<file path="src/rtl/fac_pkg.sv">
// ----------------------------------------------------------------------------
// Frustum box culling package
// Shared widths, plane record and queue entry types.
// ----------------------------------------------------------------------------
package fac_pkg;

  localparam int PLANE_COUNT = 6;
  localparam int PTR_W       = 3;
  localparam int NORM_W      = 18;
  localparam int COORD_W     = 32;
  localparam int EXT_W       = 31;
  localparam int IDX_W       = 16;
  localparam int QDEPTH      = 2;

  localparam logic CMD_LOAD = 1'b0;
  localparam logic CMD_TEST = 1'b1;

  typedef struct packed {
    logic signed [NORM_W-1:0]  nx;
    logic signed [NORM_W-1:0]  ny;
    logic signed [NORM_W-1:0]  nz;
    logic signed [COORD_W-1:0] offset;
  } plane_t;

  typedef struct packed {
    logic signed [COORD_W-1:0] cx;
    logic signed [COORD_W-1:0] cy;
    logic signed [COORD_W-1:0] cz;
    logic [EXT_W-1:0]          ex;
    logic [EXT_W-1:0]          ey;
    logic [EXT_W-1:0]          ez;
    logic [IDX_W-1:0]          index;
    logic                      last;
  } box_t;

endpackage

</file>
<file path="src/rtl/fac_front.sv">
// ----------------------------------------------------------------------------
// Frustum cull front end
// Accepts items, loads planes into the store, tags boxes with their index
// and hands boxes to a two-entry queue.
// ----------------------------------------------------------------------------
module fac_front (
  input  logic                                clk,
  input  logic                                rst,
  input  logic                                in_valid,
  output logic                                in_ready,
  input  logic                                cmd,
  input  logic signed [fac_pkg::NORM_W-1:0]   normal_x,
  input  logic signed [fac_pkg::NORM_W-1:0]   normal_y,
  input  logic signed [fac_pkg::NORM_W-1:0]   normal_z,
  input  logic signed [fac_pkg::COORD_W-1:0]  plane_distance,
  input  logic signed [fac_pkg::COORD_W-1:0]  center_x,
  input  logic signed [fac_pkg::COORD_W-1:0]  center_y,
  input  logic signed [fac_pkg::COORD_W-1:0]  center_z,
  input  logic [fac_pkg::EXT_W-1:0]           extent_x,
  input  logic [fac_pkg::EXT_W-1:0]           extent_y,
  input  logic [fac_pkg::EXT_W-1:0]           extent_z,
  input  logic                                last_box,
  output fac_pkg::plane_t                     planes [fac_pkg::PLANE_COUNT],
  output logic                                q_valid,
  output fac_pkg::box_t                       q_box,
  input  logic                                q_ready
);

  fac_pkg::plane_t          store [fac_pkg::PLANE_COUNT];
  logic [fac_pkg::PTR_W-1:0] wr_ptr;
  logic [fac_pkg::IDX_W-1:0] box_counter;
  fac_pkg::box_t            queue [fac_pkg::QDEPTH];
  logic                     rd_sel;
  logic                     wr_sel;
  logic [1:0]               count;
  logic                     accept;
  logic                     load;
  logic                     push;
  logic                     pop;

  // A plane load waits until no box is left in the queue, so that every box
  // is tested against the planes that were loaded before it.
  assign in_ready = (cmd == fac_pkg::CMD_LOAD) ? (count == 2'd0)
                                               : (count != 2'(fac_pkg::QDEPTH));
  assign accept   = in_valid && in_ready;
  assign load     = accept && (cmd == fac_pkg::CMD_LOAD);
  assign push     = accept && (cmd == fac_pkg::CMD_TEST);
  assign q_valid  = (count != 2'd0);
  assign pop      = q_valid && q_ready;
  assign q_box    = queue[rd_sel];
  assign planes   = store;

  always_ff @(posedge clk) begin
    if (load) begin
      store[wr_ptr] <= '{nx: normal_x, ny: normal_y, nz: normal_z,
                         offset: plane_distance};
    end
    if (push) begin
      queue[wr_sel] <= '{cx: center_x, cy: center_y, cz: center_z,
                         ex: extent_x, ey: extent_y, ez: extent_z,
                         index: box_counter, last: last_box};
    end
  end

  always_ff @(posedge clk) begin
    if (rst) begin
      wr_ptr      <= '0;
      box_counter <= '0;
      rd_sel      <= 1'b0;
      wr_sel      <= 1'b0;
      count       <= 2'd0;
    end else begin
      if (load) begin
        wr_ptr <= (wr_ptr == fac_pkg::PTR_W'(fac_pkg::PLANE_COUNT - 1)) ? '0 : wr_ptr + 1'b1;
      end
      if (push) begin
        // The 16-bit counter wraps naturally at the batch size limit.
        box_counter <= last_box ? '0 : box_counter + 1'b1;
        wr_sel      <= ~wr_sel;
      end
      if (pop) begin
        rd_sel <= ~rd_sel;
      end
      count <= count + {1'b0, push} - {1'b0, pop};
    end
  end

`ifndef SYNTHESIS
  a_ptr_range: assert property (@(posedge clk) disable iff (rst)
    wr_ptr < fac_pkg::PTR_W'(fac_pkg::PLANE_COUNT)) else $error("plane pointer out of range");
  a_count_range: assert property (@(posedge clk) disable iff (rst)
    count <= 2'(fac_pkg::QDEPTH)) else $error("queue overfilled");
  a_batch_reset: assert property (@(posedge clk) disable iff (rst)
    push && last_box |=> box_counter == '0) else $error("box index not cleared after batch");
`endif

endmodule

</file>
<file path="config.mk">
export PLATFORM = sky130hd
export DESIGN_NAME = fac_front
export DESIGN_NICKNAME = d
export VERILOG_FILES = /design/src/rtl/fac_pkg.sv /design/src/rtl/fac_front.sv
export SDC_FILE = /design/constraint.sdc
export NUM_CORES = 1
export LEC_CHECK = 0
export ABC_AREA = 1
export BUFFER_PORTS_ARGS = -buffer_cell sky130_fd_sc_hd__buf_2
export CAP_MARGIN = 25
export CORE_AREA = 2 2 391 393
export DETAILED_ROUTE_END_ITERATION = 10
export DIE_AREA = 0 0 393 395
export PLACE_DENSITY = 0.42
export SYNTH_ARGS = -nofsm -noshare
export SYNTH_HDL_FRONTEND = slang
export SYNTH_SLANG_ARGS = --single-unit
</file>
<file path="constraint.sdc">
create_clock -name clk -period 13.2 [get_ports clk]
set_input_delay 2.64 -clock clk [delete_from_list [all_inputs] [get_ports clk]]
set_output_delay 2.64 -clock clk [all_outputs]
set_load 0.1 [all_outputs]
</file>
==> results of run 1 <==
## worst paths after layout
check                 from     endpoint  slack [ps]  depth (start not counted)
setup / recovery       cmd     in_ready        7090                          4
setup reg to reg  count[0]  planes[317]        9830                          7
hold / removal      rd_sel     register         420                          1
hold reg to reg     rd_sel     register         420                          1
## cell type report
class | instances | area share
flip-flops and latches | 952 | 0.667
well taps | 2030 | 0.0598
multi-input cells | 333 | 0.0710
clock inverters | 42 | 0.00972
diodes | 10 | 0.000589
clock buffers | 144 | 0.0662
repair buffers | 1020 | 0.122
inverters | 31 | 0.00286
## kinds of logic (layout without fill, tap and decap cells)
logic type / count (synthesis) / in the layout / share of synthesized area
compound gates: 22 / 22 / 0.00439
xor+xnor: 2 / 2 / 0.000553
fa+ha+maj: 2 / 2 / 0.000790
buf+inv: 56 / 1237 / 0.0109
flops: 952 / 952 / 0.895
mux: 206 / 206 / 0.0732
other cells: 0 / 10 / 0
simple gates: 101 / 101 / 0.0151
## power by group
part	internal (mW)	switching [mW]
logic	0.361	1.96
clock network	1.57	1.20
registers	3.50	0.0461
## cells in the mapped netlist
cell | number | share of area
nor2_2 | 3 | 0.00059
nand2_1 | 41 | 0.0049
nand3_1 | 7 | 0.0011
nand4_2 | 2 | 0.00079
buf_4 | 2 | 0.00047
a21oi_1 | 12 | 0.0019
nor4_1 | 4 | 0.00079
buf_6 | 16 | 0.0057
inv_2 | 9 | 0.0011
nand4_1 | 4 | 0.00079
o21ai_2 | 2 | 0.00055
a31oi_1 | 1 | 0.00020
nand2_2 | 2 | 0.00039
nor3_1 | 3 | 0.00047
xor2_1 | 2 | 0.00055
nand3_2 | 2 | 0.00063
o211ai_4 | 1 | 0.00067
mux2_2 | 206 | 0.073
edfxtp_1 | 928 | 0.88
nor2_1 | 30 | 0.0036
nor2_4 | 3 | 0.0011
ha_1 | 2 | 0.00079
inv_1 | 22 | 0.0026
o21ai_0 | 5 | 0.00079
dfxtp_1 | 24 | 0.015
buf_2 | 7 | 0.0011
a21oi_2 | 1 | 0.00028
## state kept, by name, indices dropped and copies added, names as in the netlist, named ones only
signal / cells
wr_sel: 1
box_counter: 16
count: 2
queue: 412
wr_ptr: 3
rd_sel: 1
planes: 516
## per-layer routing
| layer | vias up | track usage | wire (um) |
|---|---|---|---|
| met5 | - | 0.000940 | 165 |
| met4 | 26 | 0.0322 | 2460 |
| met3 | 174 | 0.0591 | 11200 |
| met2 | 753 | 0.212 | 49800 |
| met1 | 8657 | 0.136 | 37400 |
| li1 | 7530 | - | - |
## worst register-to-register path, cell delays in order (launching register included)
cell     delay, ps
dfxtp_1        380
inv_2           90
nand2_1        240
o21ai_2        170
nand3_2        340
nor4_2         280
buf_4          600
buf_4          760
==> out/results.ini, run 1 <==
[run_status]
status = complete, no violations

[pwr]
peakVddDrop_uv = 141
power.leakage_nw = 15.3
total_power_mw = 8.63
p_per_area_nw_per_um2 = 203

[critical_path]
arrival_ps = 3470
critPathTopFamily = buffers and inverters
cp-end-kind = output pin
crit_type = in2out
critPathMaxFanout = 2
path_cells = buf_2, inv_1, o21ai_2, buf_2
start_kind = input port
worst_path_max_delay_cell = buf_2
crit_buf_inv = 3
crit_path_frequent_cell = buf_2
cpPeakStageDelay_ps = 450
cp_data_required_time_ps = 10560

[final_layout]
syn2layout_area_growth_pct = 34.1
postLayoutCellArea_um2 = 42500
final_util = 0.281
multi_input_area_um2 = 3020
fin_nets = 2724
fillers = 15338
fin_cells = 4562
regArea_um2 = 28400
final_common_cell = buf_2
drive_gt1_frac = 0.554
final_cell_mix = buf_2 (1004), edfxtp_1 (928), mux2_2 (206)

[clocking]
cts_tree = yes
clock_sinks = 952
cts_resized = 0
path_clk_slew_ps = 60
clock_path_buffers = 3
cts_made_buffers = 103
clock_latency_ps = 710
cts_hold_buf = 0
cts_max_level = 3
cts_setup_buffers = 0
cts_root_buf = clkbuf_16

[timing]
slew_headroom = 0.176
skew_ps = 42.4
finalSetupViolCount = 0
fin_ws_ps = 7090
period_minus_slack_ps = 6110
hold_viol = 0
fin_tns_setup_ps = 0
rsz0062_at_grt = no
whs_ps = 419
finalCritPeriodShare = 0.463
final-max-slew-violation-count = 0
tightest_slew_ps = 1240
timing.fmax_mhz = 164

[die]
core_um2 = 151000
die_area_um2 = 155000
rows = 143
ios = 1005
die_w_um = 393
start_util = 0.209
fp.dieH_um = 395

[placed_design]
pre_cts_ws_ps = 7070
io_buffers = 1004
dp.cells = 4365
hpwlAfterDp_mm = 71.1
gp_congestion = 0.757
postPlaceCellArea_um2 = 39200

[global_route]
grt_overflow_total = 0
grt_antenna_before_repair = 36
grt_use_total = 0.124
grt_pass1_wl_mm = 135
grt_pass1_vias = 17487
grt_max_degree = 141

[routing]
wl_mm = 101
vias_per_cell = 3.76
drt-initial-drc-count = 764
drc_errors = 0
ant_nets = 0
wl_per_cell_um = 22.1
via_count = 17140
dr.pass1.iters = 4

[run]
maxCapViolCount = 0

[hold_path]
min_path_type = reg2reg

[synthesis]
netlist_instances = 1341
avgSynthCellArea_um2 = 23.6
yosys_warnings = 0
synth_area_um2 = 31700
synth_fp_nets = 1624
synth-seq-area-share = 0.895
netlist-cell-type-count = 27
ys_ff_latch = 952

Note: power is estimated with default switching activity, not from simulation.
==> inputs of run 2 (changes only) <==
ABC_AREA = 0   (was 1)
CORE_AREA = 2 2 390 392   (was 2 2 391 393)
DIE_AREA = 0 0 392 394   (was 0 0 393 395)
PLACE_DENSITY = 0.43   (was 0.42)
clock period = 5.02 ns   (was 13.2 ns; I/O delays follow)
==> run 2 against run 1 <==
Compared with the run above: register-to-register slack got worse by 7600 ps; sequential cell count unchanged; synthesized cell count decreased by 3.4%; wire length increased by 5.0%; area after synthesis decreased by 0.66%; critical path depth decreased by 1; combinational power increased to 2.7 times the previous value; cell count decreased by 0.37%; total power increased to 2.6 times the previous value; count of clock-buffer cells in the layout decreased by 13; non-clock buffer count increased by 25; clock skew increased by 10 ps.
==> out/results.ini, run 2 <==
[timing]
timing.fmax_mhz = 273
hold_viol = 0  ; unchanged
finalSetupViolCount = 0  ; unchanged
finalCritPeriodShare = 0.730
final-max-slew-violation-count = 0  ; unchanged
slew_headroom = 0.411  ; was 0.176
period_minus_slack_ps = 3670
fin_tns_setup_ps = 0  ; unchanged
skew_ps = 52.7  ; was 42.4 ps
rsz0062_at_grt = no  ; unchanged
tightest_slew_ps = 884  ; was 1240 ps

[clocking]
cts_made_buffers = 106  ; was 103
cts_resized = 0  ; unchanged
clock_sinks = 952  ; unchanged
path_clk_slew_ps = 60  ; about the same
cts_max_level = 3  ; unchanged
clock_latency_ps = 720  ; was 710 ps
cts_setup_buffers = 0  ; unchanged
cts_root_buf = clkbuf_16  ; unchanged
clock_path_buffers = 3  ; unchanged
cts_hold_buf = 0  ; unchanged
cts_tree = yes  ; unchanged

[global_route]
use_met2 = 0.224  ; was 0.212
grt_max_degree = 87  ; was 141
use_met1 = 0.138  ; was 0.136
grt_antenna_before_repair = 59  ; was 36
grt_overflow_total = 0  ; unchanged
grt-busiest-layer = met2  ; unchanged
grt_pass1_vias = 17669  ; was 17487
grt_pass1_wl_mm = 141  ; was 135 mm
met3_usage = 0.0686  ; was 0.0591
grt_use_total = 0.132  ; was 0.124

[run]
maxCapViolCount = 0  ; unchanged

[synthesis]
synth_common_cells = edfxtp_1 (928), mux2_2 (200), dfxtp_1 (24), clkbuf_1 (20), nand2_1 (14)  ; was edfxtp_1 (928), mux2_2 (206), nand2_1 (41), nor2_1 (30), dfxtp_1 (24)
avgSynthCellArea_um2 = 24.3  ; was 23.6 um2
synth_top_family_by_area = multiplexers  ; unchanged
synth_mux_area_frac = 0.0741  ; was 0.0732
ys_ff_latch = 952  ; unchanged
synth_compound_gate_area_share = 0.00441  ; was 0.00439
synthTopCellsByArea = edfxtp_1 (89%), mux2_2 (7.2%), dfxtp_1 (1.5%), mux2_1 (0.25%), clkbuf_1 (0.24%)  ; was edfxtp_1 (88%), mux2_2 (7.3%), dfxtp_1 (1.5%), buf_6 (0.57%), nand2_1 (0.49%)
synthSimpleGateAreaFrac = 0.0123  ; was 0.0151
yosys_warnings = 0  ; unchanged
synth_area_um2 = 31500  ; was 31700 um2
synth_edf_count = 928  ; unchanged
ys.flop_type = edfxtp_1  ; unchanged
synth_fp_nets = 1579  ; was 1624
yosysTopAreaCellShare = 0.886  ; was 0.880
netlist-cell-type-count = 38  ; was 27
synth_most_common_cell = edfxtp_1  ; unchanged
ys_async_sr_fraction = 0  ; unchanged
netlist.top_cell.by_area = edfxtp_1  ; unchanged
synth_xor_xnor_area_share = 0.00306  ; was 0.000553
synth-seq-area-share = 0.901  ; was 0.895
synthAdderAreaFrac = 0.000795  ; was 0.000790
netlist_instances = 1296  ; was 1341

[die]
ios = 1005  ; unchanged
die_area_um2 = 154000  ; was 155000 um2
start_util = 0.209  ; about the same
fp.dieH_um = 394  ; was 395 um
die_w_um = 392  ; was 393 um
core_um2 = 151000  ; about the same
rows = 143  ; unchanged

[final_layout]
fin_nets = 2703  ; was 2724
syn2layout_area_growth_pct = 36.1  ; was 34.1%
final_common_cell = buf_2  ; unchanged
regArea_um2 = 28400  ; unchanged
multi_input_area_um2 = 3030  ; was 3020 um2
final_cell_mix = buf_2 (1004), edfxtp_1 (928), mux2_2 (200)  ; was buf_2 (1004), edfxtp_1 (928), mux2_2 (206)
postLayoutCellArea_um2 = 42800  ; was 42500 um2
drive_gt1_frac = 0.565  ; was 0.554
fillers = 15244  ; was 15338
largest_register_ffs = 516  ; unchanged
final_util = 0.284  ; was 0.281

[routing]
ant_nets = 0  ; unchanged
vias_per_cell = 3.78  ; was 3.76
wl_mm = 106  ; was 101 mm
drt-initial-drc-count = 818  ; was 764
drc_errors = 0  ; unchanged
wl_per_cell_um = 23.3  ; was 22.1 um
dr.pass1.iters = 4  ; unchanged
via_count = 17189  ; was 17140

[hold_path]
whs_path_depth = 1  ; unchanged
min_to = queue[0][186]
min_from = center_x[12]  ; was rd_sel
min_path_type = in2reg  ; was reg2reg

[placed_design]
postPlaceCellArea_um2 = 39500  ; was 39200 um2
io_buffers = 1004  ; unchanged
hpwlAfterDp_mm = 78.6  ; was 71.1 mm
gp_congestion = 0.757  ; about the same

[critical_path]
rrSetupSlack_ps = 2210  ; was 9830 ps
start_kind = register  ; was input port
reg2reg_to = planes[417]  ; was planes[317]
cp_data_required_time_ps = 4020  ; was 10560 ps
r2r_start = count[1]  ; was count[0]
arrival_ps = 2660  ; was 3470 ps
critPathMaxFanout = 36  ; was 2
crit_type = reg2out  ; was in2out
r2r_cells = 5  ; was 7
cp-end-kind = output pin  ; unchanged

[pwr]
p_per_area_nw_per_um2 = 532  ; was 203 nW/um2
peakVddDrop_uv = 375  ; was 141 uV
power.leakage_nw = 15.4  ; was 15.3 nW
total_power_mw = 22.8  ; was 8.63 mW

[run_status]
status = complete, no violations  ; unchanged

run 2: cell types whose count changed after synthesis, moves of 7 or more:
| cell | change |
|---|---|
| o31ai_1 | +7 |
| or4_1 | +7 |
| nor2_1 | -17 |
| mux2_1 | +7 |
| inv_1 | -17 |
| nand2_1 | -27 |
| clkbuf_1 | +20 |
| buf_6 | -16 |
| inv_2 | -9 |
run 2: worst max-delay path by stage:
stage / end / slack (ps) / start
final: q_box[196] / 1350 / register
after global routing: q_box[195] / 1140 / register
after CTS: q_box[185] / 1170 / register
after detailed placement: planes[405] / 1460 / cmd
after global placement: planes[417] / 1490 / cmd
after floorplan: queue[0][0] / 160 / cmd
run 2: final cells by class:
cell class,instances,share of cell area
sequential,952,0.662
timing repair buffer,1045,0.129
multi-input combinational,310,0.0707
clock buffer,131,0.0663
tap,2030,0.0593
clock inverter,60,0.0108
antenna,12,0.000701
inverter,5,0.000555
run 2: report_power, final:
group / internal (mW) / switching [mW] / leakage (nW)
clock network: 4.08 / 3.23 / 1.61
logic: 1.00 / 5.16 / 5.18
registers: 9.15 / 0.160 / 8.65
total: 14.2 / 8.55 / 15.4
run 2: logic make-up (layout without fill, tap and decap cells):
logic type / count (synthesis) / after routing
xor+xnor: 11 / 11
fa+ha+maj: 2 / 2
mux: 207 / 207
flops: 952 / 952
simple gates: 68 / 68
buf+inv: 34 / 1241
other cells: 0 / 12
compound gates: 22 / 22
run 2: worst max-delay path: stages (launching register included):
cell and delay (ps):
dfxtp_4 720, buf_4 510, mux2_2 400, buf_2 290
run 2: per-stage QoR:
| stage | cells | hold WS, ps | worst slack [ps] |
|---|---|---|---|
| after global placement | 4341 | 480 | 1490 |
| after CTS | 4533 | 380 | 1170 |
| after detailed placement | 4342 | 489 | 1460 |
| after global routing | 4534 | 416 | 1140 |
| after floorplan | 1296 | 440 | 155 |
| final | 4545 | 477 | 1350 |
run 2: per-layer routing:
metal / routed length [um] / vias to the layer above / part of all wire
li1: - / 7475 / -
met1: 37600 / 8631 / 0.35
met2: 51700 / 823 / 0.49
met3: 13300 / 212 / 0.13
met4: 3120 / 48 / 0.029
met5: 289 / - / 0.0027
